--- src/rtl/u8d_pkg.sv ---
// Package: types and constants shared by the UTF-8 stream decoder files.
package u8d_pkg;

  localparam int unsigned ByteW = 8;
  localparam int unsigned CpW   = 31;
  localparam int unsigned LenW  = 3;
  localparam int unsigned ContW = 6;

  localparam logic [ByteW-1:0] AsciiBit    = 8'h80;
  localparam logic [ByteW-1:0] PayloadMask = 8'h7f;
  localparam logic [ByteW-1:0] ContMask    = 8'h3f;
  localparam logic [LenW-1:0]  OneByte     = 3'd1;
  localparam logic [LenW-1:0]  MaxLen      = 3'd6;

  typedef struct packed {
    logic [CpW-1:0]  partial_value;
    logic [LenW-1:0] bytes_left;
    logic [LenW-1:0] sequence_length;
  } state_t;

  typedef struct packed {
    logic            valid;
    logic [CpW-1:0]  code_point;
    logic [LenW-1:0] seq_bytes;
    logic            malformed;
  } result_t;

endpackage

--- src/rtl/u8d_ifs.sv ---
// Interfaces: byte input channel and code point output channel.
interface u8d_byte_if;
  logic                       valid;
  logic                       ready;
  logic [u8d_pkg::ByteW-1:0] in_byte;

  modport source (output valid, output in_byte, input ready);
  modport sink (input valid, input in_byte, output ready);
endinterface

interface u8d_code_if;
  logic                      valid;
  logic                      ready;
  logic [u8d_pkg::CpW-1:0]  code_point;
  logic [u8d_pkg::LenW-1:0] seq_bytes;
  logic                      malformed;

  modport source (output valid, output code_point, output seq_bytes, output malformed,
                  input ready);
  modport sink (input valid, input code_point, input seq_bytes, input malformed,
                output ready);
endinterface

--- src/rtl/utf8_stream_decoder_unit.sv ---
// UTF-8 stream decoder: one byte per transfer in, one code point out per completed sequence.
// Takes one byte per clock cycle sustained while the output is not stalled. Each accepted
// byte lands in an input register; when the output is free, the step logic updates the
// sequence state and loads the result register with the code point that the byte completes.
// Lead bytes of 2 to 6 bytes set the sequence length; the following bytes are taken as
// trailing bytes without a check. A stray continuation byte or 0xFE/0xFF comes out alone
// with its byte value and malformed set. Back-pressure on the output stalls both stages.
module utf8_stream_decoder_unit (
  input logic         clk,
  input logic         rst,
  u8d_byte_if.sink    bytes,
  u8d_code_if.source  codes
);

  logic                       s1_valid;
  logic [u8d_pkg::ByteW-1:0] s1_byte;
  logic                       out_free;
  logic                       s1_adv;
  u8d_pkg::state_t            state;
  u8d_pkg::state_t            state_next;
  u8d_pkg::result_t           result;
  u8d_pkg::result_t           res_reg;

  assign out_free    = !res_reg.valid || codes.ready;
  assign s1_adv      = s1_valid && out_free;
  assign bytes.ready = !s1_valid || out_free;

  u8d_step step (
    .state      (state),
    .in_byte    (s1_byte),
    .state_next (state_next),
    .result     (result)
  );

  always_ff @(posedge clk) begin
    if (rst) begin
      s1_valid <= 1'b0;
    end else if (bytes.ready) begin
      s1_valid <= bytes.valid;
    end
    if (bytes.ready && bytes.valid) begin
      s1_byte <= bytes.in_byte;
    end
  end

  always_ff @(posedge clk) begin
    if (rst) begin
      state         <= '0;
      res_reg.valid <= 1'b0;
    end else begin
      if (s1_adv) begin
        state <= state_next;
      end
      if (out_free) begin
        res_reg.valid <= s1_adv && result.valid;
      end
    end
    if (s1_adv && result.valid) begin
      res_reg.code_point <= result.code_point;
      res_reg.seq_bytes  <= result.seq_bytes;
      res_reg.malformed  <= result.malformed;
    end
  end

  assign codes.valid      = res_reg.valid;
  assign codes.code_point = res_reg.code_point;
  assign codes.seq_bytes  = res_reg.seq_bytes;
  assign codes.malformed  = res_reg.malformed;

  a_len_range: assert property (@(posedge clk) disable iff (rst)
    res_reg.valid |-> (res_reg.seq_bytes != '0 && res_reg.seq_bytes <= u8d_pkg::MaxLen))
    else $error("seq_bytes out of range");

  a_malformed_single: assert property (@(posedge clk) disable iff (rst)
    (res_reg.valid && res_reg.malformed) |-> res_reg.seq_bytes == u8d_pkg::OneByte)
    else $error("malformed result spans more than one byte");

  a_left_below_len: assert property (@(posedge clk) disable iff (rst)
    state.bytes_left != '0 |-> state.bytes_left < state.sequence_length)
    else $error("bytes_left not below sequence_length");

  a_no_overwrite: assert property (@(posedge clk) disable iff (rst)
    (codes.valid && !codes.ready) |=> codes.valid && $stable(res_reg.code_point))
    else $error("pending result lost");

endmodule

--- src/rtl/u8d_step.sv ---
// Step logic: next decoder state and optional result for one byte.
module u8d_step (
  input  u8d_pkg::state_t            state,
  input  logic [u8d_pkg::ByteW-1:0] in_byte,
  output u8d_pkg::state_t            state_next,
  output u8d_pkg::result_t           result
);

  logic [u8d_pkg::LenW-1:0]  lead_n;
  logic [u8d_pkg::ByteW-1:0] lead_mask;
  logic [u8d_pkg::CpW-1:0]   gathered;
  logic [u8d_pkg::LenW-1:0]  left_dec;

  always_comb begin
    priority casez (in_byte)
      8'b110?????: lead_n = 3'd2;
      8'b1110????: lead_n = 3'd3;
      8'b11110???: lead_n = 3'd4;
      8'b111110??: lead_n = 3'd5;
      8'b1111110?: lead_n = u8d_pkg::MaxLen;
      default:     lead_n = '0;
    endcase
  end

  assign lead_mask = u8d_pkg::PayloadMask >> lead_n;
  assign gathered  = {state.partial_value[u8d_pkg::CpW-u8d_pkg::ContW-1:0],
                      in_byte[u8d_pkg::ContW-1:0] & u8d_pkg::ContMask[u8d_pkg::ContW-1:0]};
  assign left_dec  = state.bytes_left - u8d_pkg::OneByte;

  always_comb begin
    state_next        = state;
    result.valid      = 1'b0;
    result.code_point = {{(u8d_pkg::CpW-u8d_pkg::ByteW){1'b0}}, in_byte};
    result.seq_bytes  = u8d_pkg::OneByte;
    result.malformed  = 1'b0;
    if (state.bytes_left != '0) begin
      state_next.partial_value = gathered;
      state_next.bytes_left    = left_dec;
      if (left_dec == '0) begin
        result.valid      = 1'b1;
        result.code_point = gathered;
        result.seq_bytes  = state.sequence_length;
      end
    end else if ((in_byte & u8d_pkg::AsciiBit) == '0) begin
      result.valid = 1'b1;
    end else if (lead_n == '0) begin
      result.valid     = 1'b1;
      result.malformed = 1'b1;
    end else begin
      state_next.partial_value   = {{(u8d_pkg::CpW-u8d_pkg::ByteW){1'b0}},
                                    in_byte & lead_mask};
      state_next.bytes_left      = lead_n - u8d_pkg::OneByte;
      state_next.sequence_length = lead_n;
    end
  end

endmodule

--- src/flat_wrapper.sv ---
// flat-port wrapper written by rule: the top's interface ports become plain ports
module utf8_stream_decoder_unit_flat 
  (clk, rst, bytes_valid, bytes_in_byte, bytes_ready, codes_valid, codes_code_point, codes_seq_bytes, codes_malformed, codes_ready);
  u8d_byte_if bytes_i ();
  u8d_code_if codes_i ();
  input logic clk;
  input logic rst;
  input wire logic [$bits(bytes_i.valid)-1:0] bytes_valid;
  input wire logic [$bits(bytes_i.in_byte)-1:0] bytes_in_byte;
  output wire logic [$bits(bytes_i.ready)-1:0] bytes_ready;
  output wire logic [$bits(codes_i.valid)-1:0] codes_valid;
  output wire logic [$bits(codes_i.code_point)-1:0] codes_code_point;
  output wire logic [$bits(codes_i.seq_bytes)-1:0] codes_seq_bytes;
  output wire logic [$bits(codes_i.malformed)-1:0] codes_malformed;
  input wire logic [$bits(codes_i.ready)-1:0] codes_ready;
  assign bytes_i.valid = bytes_valid;
  assign bytes_i.in_byte = bytes_in_byte;
  assign bytes_ready = bytes_i.ready;
  assign codes_valid = codes_i.valid;
  assign codes_code_point = codes_i.code_point;
  assign codes_seq_bytes = codes_i.seq_bytes;
  assign codes_malformed = codes_i.malformed;
  assign codes_i.ready = codes_ready;
  utf8_stream_decoder_unit u_core (.clk(clk), .rst(rst), .bytes(bytes_i), .codes(codes_i));
endmodule
--- config.mk ---
export PLATFORM = sky130hd
export DESIGN_NAME = utf8_stream_decoder_unit_flat
export DESIGN_NICKNAME = d
export VERILOG_FILES = /design/src/rtl/u8d_pkg.sv /design/src/rtl/u8d_ifs.sv /design/src/rtl/utf8_stream_decoder_unit.sv /design/src/rtl/u8d_step.sv /design/src/flat_wrapper.sv
export SDC_FILE = /design/constraint.sdc
export NUM_CORES = 1
export LEC_CHECK = 0
export ABC_AREA = 0
export BUFFER_PORTS_ARGS = -buffer_cell sky130_fd_sc_hd__buf_2
export CORE_MARGIN = 1
export CORE_UTILIZATION = 55
export DETAILED_ROUTE_END_ITERATION = 8
export HOLD_SLACK_MARGIN = 0.12
export PLACE_DENSITY = 0.81
export SYNTH_ARGS = -nofsm -noshare
export SYNTH_HDL_FRONTEND = slang
export SYNTH_SLANG_ARGS = --single-unit
--- constraint.sdc ---
create_clock -name clk -period 4.75 [get_ports clk]
set_clock_uncertainty 0.2 [all_clocks]
set_input_delay 0.2375 -clock clk [delete_from_list [all_inputs] [get_ports clk]]
set_output_delay 0.2375 -clock clk [all_outputs]
set_load 0.01 [all_outputs]
* Yosys cells after proc, flatten, opt, wreduce, memory -nomap -nowiden
Cells that the tools add are included.
Word-level totals: bits in registers 76, input port bits 12, output and inout bits 37, word-level logic and storage cells 48
Operators by class: add/subtract/negate cells 2, eq/ne operators 7, shifts and indexed selects 1, muxes and demuxes 9, bitwise operators 4, reduce and logical (&&, ||, !) cells 15
Operators by type and width (count):
- $mux W31 | 2
- $mux W35 | 1
- $mux W28 | 1
- $pmux W3 S5 | 1
- $mux W11 | 1
- $and A8 B8 Y8 | 1
- $logic_not A8 Y1 | 1
- $shr A7 B3 Y8 const A | 1
- $eq A7 B7 Y1 const B | 1
- $eq A6 B6 Y1 const B | 1
- $logic_not A3 Y1 | 2
- $sub A3 B1 Y3 const B | 2
- $eq A5 B5 Y1 const B | 1
- $eq A4 B4 Y1 const B | 1
- $ne A2 B2 Y1 const B | 2
- $reduce_and A4 Y1 | 1
- $eq A3 B3 Y1 const B | 1
- $logic_and A1 B1 Y1 | 3
- $mux W1 | 3
- $not A1 Y1 | 3
- $reduce_and A3 Y1 | 1
- $reduce_bool A3 Y1 | 1
- $logic_not A1 Y1 | 2
- $logic_or A1 B1 Y1 | 2
- other kinds (2) | 2

* Depth between registers and ports, before layout
Gate-level depths: netlist (run 1).
word-level depth 7, mapped depth 11, depth with buffers taken out 9

* By module
Synthesis (run 1) repeated with hierarchy kept, for this count alone.
Second synthesis, totals: cells, all modules 347, area, all modules 4033.9 sq um
By module, submodules not included:
- utf8_stream_decoder_unit | instances 1, cells an instance 215, area an instance 3065.4 sq um, sequential area each 2072.0 sq um
- u8d_step | instances 1, cells an instance 132, area an instance 968.4 sq um, sequential area each 0.0 sq um

* Worst setup path after synthesis (run 1)
No wires, ideal clock.
kind reg2reg, start register u_core.s1_byte[7] (netlist bit), end register, netlist name u_core.codes.code_point[0], setup time 439 ps, arrival time 3104 ps, required time 4111 ps, path slack 1007 ps, cell stages (with the launch flop) 10, path buffers 1, period minus slack after synthesis 3743 ps, cells stage by stage edfxtp_1 -> buf_6 -> nand3_1 -> a21oi_1 -> or2_2 -> inv_1 -> ha_1 -> nand2b_1 -> nand2_1 -> a21oi_1
Between the ends: cells in the longest elaborated chain, start to end 7, elaborated cells between the ends (all ways) 12, classes of those cells eq/ne: 5; mux: 4; reduce/logical: 3
RTL lines:
- from (decl) | line utf8_stream_decoder_unit.sv:16 | logic [u8d_pkg::ByteW-1:0] s1_byte;
- from (signal assigned) | line utf8_stream_decoder_unit.sv:42 | s1_byte <= bytes.in_byte;
- $eq A7 B7 Y1 (tied with other cells) | line u8d_step.sv:15 | priority casez (in_byte)
- $pmux W3 S5 | line u8d_step.sv:15
- $logic_not A3 Y1 | line u8d_step.sv:46 | end else if (lead_n == '0) begin
- $mux W1 | line u8d_step.sv:46
- $mux W1 * | line u8d_step.sv:44 | end else if ((in_byte & u8d_pkg::AsciiBit) == '0) begin
- $mux W1 * | line u8d_step.sv:36 | if (state.bytes_left != '0) begin
- $logic_and A1 B1 Y1 * | line utf8_stream_decoder_unit.sv:58 | if (s1_adv && result.valid) begin
Mark *: on every way between the ends. The rest lies on a longest branch, timed or not. A chain may end at the register's enable or synchronous reset.

* Worst setup path in the final report (run 1)
start register u_core.s1_byte[7] (netlist bit), end register, netlist name u_core.codes.code_point[12]
Between the ends: cells in the longest elaborated chain, start to end 7, elaborated cells between the ends (all ways) 12, classes of those cells eq/ne: 5; mux: 4; reduce/logical: 3
RTL lines (line):
- $eq A7 B7 Y1 (tied with other cells) | u8d_step.sv:15
- $pmux W3 S5 | u8d_step.sv:15
- $logic_not A3 Y1 | u8d_step.sv:46
- $mux W1 | u8d_step.sv:46
- $mux W1 * | u8d_step.sv:44
- $mux W1 * | u8d_step.sv:36
- $logic_and A1 B1 Y1 * | utf8_stream_decoder_unit.sv:58
Marks and branches as above.

==> results.tsv, run 1 <==
metric	value	unit
total gr overflow	0	
Synth Area in Compound Gates	10.4	%
crit-path leading delay family	compound AO/OA/AOI/OAI gates	
CTS max path bufs	2	
largest family of logic cells by synthesized area	simple AND/OR/NAND/NOR gates	
f_max	327	MHz
WS Path Type	reg -> reg	
Slew @ Worst Pin	1.06	ns
Worst setup EP type	flop	
DRT iter0 DRCs	131	
largest net degree at the start of global routing	36	
final std cells w/o fill	372	
CP max stage delay	0.86	ns
RSZ-0062 raised after global routing	no	
Diodes inserted	0	
crit path max fanout	35	
DIE WIDTH	76.0	um
commonest cells after routing, fill and taps aside	48 x buf_2, 43 x edfxtp_1, 33 x dfxtp_1	
CP Data Required Time	4.51	ns
final wirelength	5350	um
wire length per cell	14.4	um
initial antenna violation count	0	
CTS tree	built	
Pleak	1.30	nW
power per cell area	386	mW/mm^2
slowest CP cell	a21oi_4	
H-tree depth	3	
GR Util All Layers	19.6	%
detail-routed via count per cell	5.37	
maxcap violations	0	
first-pass GRT wire length	8610	um
routability cong.	0.932	
Worst setup SP type	flop	
peak supply drop	0.223	mV
post-detailed-route count of antenna-violating nets	0	
status	finished clean	
syn nets	257	
Synth Area in Simple Gates	17.1	%
I/O Buffers	48	
Unique masters post-synth	41	
full die area	0.00577	sq mm
FFs w/ async S/R, synth	0	%
CTS sink count	76	
area grow syn2layout	19.5	%
fraction of layout cells with a size suffix above 1	24.5	%
HP Class	in -> reg	
fin crit share	64.4	%
First-pass DRT Iterations	4	
Final Hold Vio Count	0	
commonest non-fill, non-tap cell in the layout	buf_2	
Worst Path Arrival	2.82	ns
area of the core	0.00517	sq mm
post-synthesis adder-cell area fraction	2.08	%
Syn Area/Cell	12.5	sq um
Synth Area in XOR/XNOR	0	%
Slew Viols, Final	0	
DRC Markers	0	
#FFs+latches synth	76	
post-synthesis mux area share	1.75	%
Nets	314	
Root Buffer Master	clkbuf_8	
DP Cell Count	346	
latest clock arrival within the worst-skew pair	0.34	ns
CTS Buf Count	9	
vias in the first global route	1824	
Sum Neg Setup Slack	0	ns
DR vias	1998	
fin crit period	3.06	ns
yosys warns	0	
Setup Viol. Count Final	0	
# rows	26	
critical path, cell by cell	nand3_1 -> a21oi_1 -> or2_2 -> inv_1 -> ha_1 -> nand2b_1 -> nand2_1 -> a21oi_4	
Main synth FF type	edfxtp_1	
cell area after synthesis	0.00301	sq mm
Gate Count Post-Synth	240	
EDFF count, synth	43	
Buf/Inv on CP	1	
boundary pin count	49	
Starting Density	58.2	%
Die Y	76.0	um
clk slew on worst S/H paths	0.07	ns
Detail Placement HPWL	3340	um
Seq/Total Area, Yosys	64.9	%
Slew HR	29.0	%
==> sequential cells by signal, summed over array words and instances, names as in the netlist <==
register and flops:
u_core.codes.code_point 31, u_core.state 31, u_core.s1_byte 8, u_core.codes.seq_bytes 3, u_core.codes.malformed 1, u_core.codes.valid 1
u_core.s1_valid 1
==> what timing repair did <==
| item | CTS | global route |
|---|---|---|
| setup buffers | 0 | 0 |
| hold endpoints to repair | 10 | 0 |
| hold buffers | 10 | 0 |
| resized for setup | 0 | 0 |
==> metrics by stage <==
stage / util [%] / power, mW / setup slack, ns / instance area [sq um] / hold slack [ns]
6_report: 69.5 / 1.39 / 1.69 / 3590 / 0.187
5_1_grt: 69.5 / 1.42 / 1.52 / 3590 / 0.217
4_1_cts: 69.5 / 1.39 / 1.71 / 3590 / 0.185
3_5_place_dp: 63.2 / 0.845 / 1.74 / 3270 / 0.216
3_3_place_gp: 63.2 / 0.842 / 1.82 / 3270 / 0.214
2_1_floorplan: - / 0.817 / 1.01 / 3010 / 0.136
==> layer usage <==
| layer | track usage (%) | up-vias | wire [um] |
|---|---|---|---|
| li1 | - | 971 | - |
| met1 | 24.9 | 924 | 2360 |
| met2 | 32.2 | 93 | 2570 |
| met3 | 3.37 | 10 | 328 |
| met4 | 10.4 | 0 | 94 |
| met5 | 0 | - | 0 |
==> worst paths after layout <==
kind	start	endpoint	slack, ns	depth (start not counted)
setup / recovery	u_core.s1_byte[7]	u_core.codes.code_point[12]	1.69	8
setup reg to reg	u_core.s1_byte[7]	u_core.codes.code_point[12]	1.69	8
hold reg to reg	u_core.s1_byte[0]	u_core.codes.code_point[0]	0.26	0
hold / removal	rst	u_core.s1_valid	0.19	2
==> report_power, final <==
part	switching, mW	internal (mW)	total [mW]
clock	0.225	0.326	0.551
sequential	0.0138	0.722	0.735
combinational	0.0636	0.0383	0.102
==> cells in the mapped netlist (all sizes together) (5+ instances only) <==
master	number	area share (%)
nor2b	27	5.9
buf	7	2.3
a22oi	19	4.7
clkbuf	6	0.75
edfxtp	43	43
a21oi	10	1.7
nand2	13	1.6
ha	5	2.1
nand2b	5	1.3
inv	6	0.75
nand3	6	1.0
nor2	26	3.2
dfxtp	33	22
==> area by class of cell <==
type,count,area [sq um]
clock buffer,13,159
clock inverter,3,68.8
fill,366,1580
inverter,6,22.5
multi-input combinational,145,957
sequential,76,1950
tap,70,87.6
timing repair buffer,59,348
==> worst register-to-register path, delay by kind of cell, from the launching register on <==
family / cells / cell delay [ns]
AND/OR/NAND/NOR: 4 / 0.77
flip-flops: 1 / 0.54
buffers and inverters: 1 / 0.06
AO/OA/AOI/OAI: 2 / 0.94
adder cells (fa/ha/maj): 1 / 0.16
==> cells by family after synthesis <==
kind of cell,Yosys count
AO/OA/AOI/OAI,43
adder cells (fa/ha/maj),5
buffers and inverters,19
flip-flops,76
multiplexers,5
AND/OR/NAND/NOR,92
Power figures use the tool's default switching activity.
==> run 2: changes to the inputs <==
clock period = 2.9 ns   (was 4.75 ns; I/O delays follow)
==> run 2 against run 1 <==
Wire length down 1.3%. Power up 57%. Register-to-register slack worse by 1.3 ns. Largest cell class unchanged. Critical path type unchanged. Highest routed layer unchanged.
==> results.tsv, run 2 (synthesis gave the netlist of run 1 again) <==
metric	value	unit	change
cts hold-fix bufs	13		+3
maxcap violations	0		unchanged
CP Data Required Time	2.74	ns	-1.77 ns
post-detailed-route count of antenna-violating nets	0		unchanged
# rows	26		unchanged
DRT iter0 DRCs	144		+9.9%
FILL cells	369		+0.82%
area grow syn2layout	20.8	%	
Detail Placement HPWL	3420	um	+2.2%
Worst Path Arrival	2.33	ns	-0.49 ns
DRC Markers	0		unchanged
wire length per cell	14.0	um	-2.8%
initial antenna violation count	0		unchanged
DIE WIDTH	76.0	um	unchanged
first-pass GRT wire length	8250	um	-4.2%
fin crit share	86.1	%	+22 points
commonest cells after routing, fill and taps aside	48 x buf_2, 43 x edfxtp_1, 33 x dfxtp_1		
commonest non-fill, non-tap cell in the layout	buf_2		
routability cong.	0.897		-3.8%
Buf/Inv on CP	2		+1
Psw	0.506	mW	+68%
GR Util All Layers	19.2	%	-0.41 points
clk slew on worst S/H paths	0.08	ns	about the same
crit-path leading delay family	simple AND/OR/NAND/NOR gates		
Diodes inserted	0		unchanged
final std cells w/o fill	378		+1.6%
peak supply drop	0.375	mV	+68%
boundary pin count	49		unchanged
Hold Path Stages	0		-2
Final Hold Vio Count	0		unchanged
Slew Viols, Final	0		unchanged
combinational fraction of design power	8.1	%	+0.8 points
RSZ-0062 raised after global routing	no		
fin crit period	2.50	ns	-0.561 ns
DP Cell Count	349		+0.87%
CTS tree	built		
vias in the first global route	1768		-3.1%
area of the core	0.00517	sq mm	unchanged
detail-routed via count per cell	5.24		-2.4%
f_max	400	MHz	+22%
slowest CP cell	edfxtp_1		
Worst setup SP type	flop		
critical path, cell by cell	nand3_1 -> a21oi_1 -> or2_2 -> inv_1 -> ha_1 -> nand2b_1 -> nand2_1 -> a21oi_4 -> buf_12		
Setup Viol. Count Final	0		unchanged
I/O Buffers	48		unchanged
critical path depth in cells	9		+1
CTS Buf Count	9		unchanged
Root Buffer Master	clkbuf_8		
H-tree depth	3		unchanged
largest net degree at the start of global routing	36		unchanged
Pleak	1.31	nW	+1.0%
status	finished clean		
R2R depth	9		+1
# resized after CTS	0		unchanged
latest clock arrival within the worst-skew pair	0.34	ns	about the same
CP max stage delay	0.52	ns	-0.34 ns
CTS max path bufs	2		unchanged
Sum Neg Setup Slack	0	ns	unchanged
Reg power frac	55.2	%	+2.2 points
power per cell area	601	mW/mm^2	+56%
Slew HR	48.8	%	+20 points
HP Class	reg -> reg		
DR vias	1981		-0.85%
postcts setup bufs	0		unchanged
First-pass DRT Iterations	4		unchanged
WS Path Type	reg -> reg		
Nets	320		+1.9%
full die area	0.00577	sq mm	unchanged
Die Y	76.0	um	unchanged
total gr overflow	0		unchanged
crit path max fanout	35		unchanged
CTS sink count	76		unchanged
Worst setup EP type	flop		
Regs by FF count	u_core.codes.code_point (31), u_core.state (31), u_core.s1_byte (8)		
Internal Power	1.68	mW	+54%
fraction of layout cells with a size suffix above 1	25.3	%	+0.82 points
Net Sw Frac	23.2	%	+1.4 points
Slew @ Worst Pin	0.766	ns	-0.297 ns
Starting Density	58.2	%	unchanged
Clock power frac	36.7	%	-3.0 points
fin util	70.2	%	+0.73 points
final wirelength	5280	um	-1.3%
==> run 2: per-stage QoR <==
stage | power [mW] | area, sq um | hold slack, ns | setup slack, ns
after detailed placement | 1.39 | 3300 | 0.124 | 0.425
after global routing | 2.25 | 3630 | 0.280 | 0.238
final | 2.18 | 3630 | 0.278 | 0.403
after floorplan | 1.34 | 3020 | 0.0439 | 0.270
after CTS | 2.19 | 3630 | 0.276 | 0.414
after global placement | 1.39 | 3300 | 0.122 | 0.476
==> run 2: path summary, 6_finish.rpt <==
kind | start | to | slack, ns
worst max-delay path | u_core.s1_byte[7] | u_core.codes.code_point[1] | 0.40
worst min-delay path | u_core.s1_byte[0] | u_core.codes.code_point[0] | 0.28
worst max register to register | u_core.s1_byte[7] | u_core.codes.code_point[1] | 0.40
worst min register to register | u_core.s1_byte[0] | u_core.codes.code_point[0] | 0.28
==> run 2: routing by layer <==
metal	up-vias	global-route usage, %	part of all wire, %
met4	0	11.3	1.4
met2	83	30.7	48
li1	980	-	-
met3	13	4.82	5.9
met5	-	0	0
met1	905	23.5	45
==> run 2: power groups by stage <==
stage / logic (mW) / clock network [mW] / registers (mW)
after floorplan: 0.103 / 0 / 1.24
final: 0.177 / 0.801 / 1.20
after global routing: 0.191 / 0.853 / 1.21
after global placement: 0.160 / 0 / 1.23
after detailed placement: 0.163 / 0 / 1.23
after CTS: 0.177 / 0.812 / 1.20
==> run 2: area by class of cell <==
class | count | area (sq um) | area share, %
timing repair buffer | 65 | 413 | 11.4
tap | 70 | 87.6 | 2.41
clock inverter | 5 | 58.8 | 1.62
inverter | 6 | 22.5 | 0.620
clock buffer | 11 | 141 | 3.89
sequential | 76 | 1950 | 53.7
multi-input combinational | 145 | 957 | 26.4
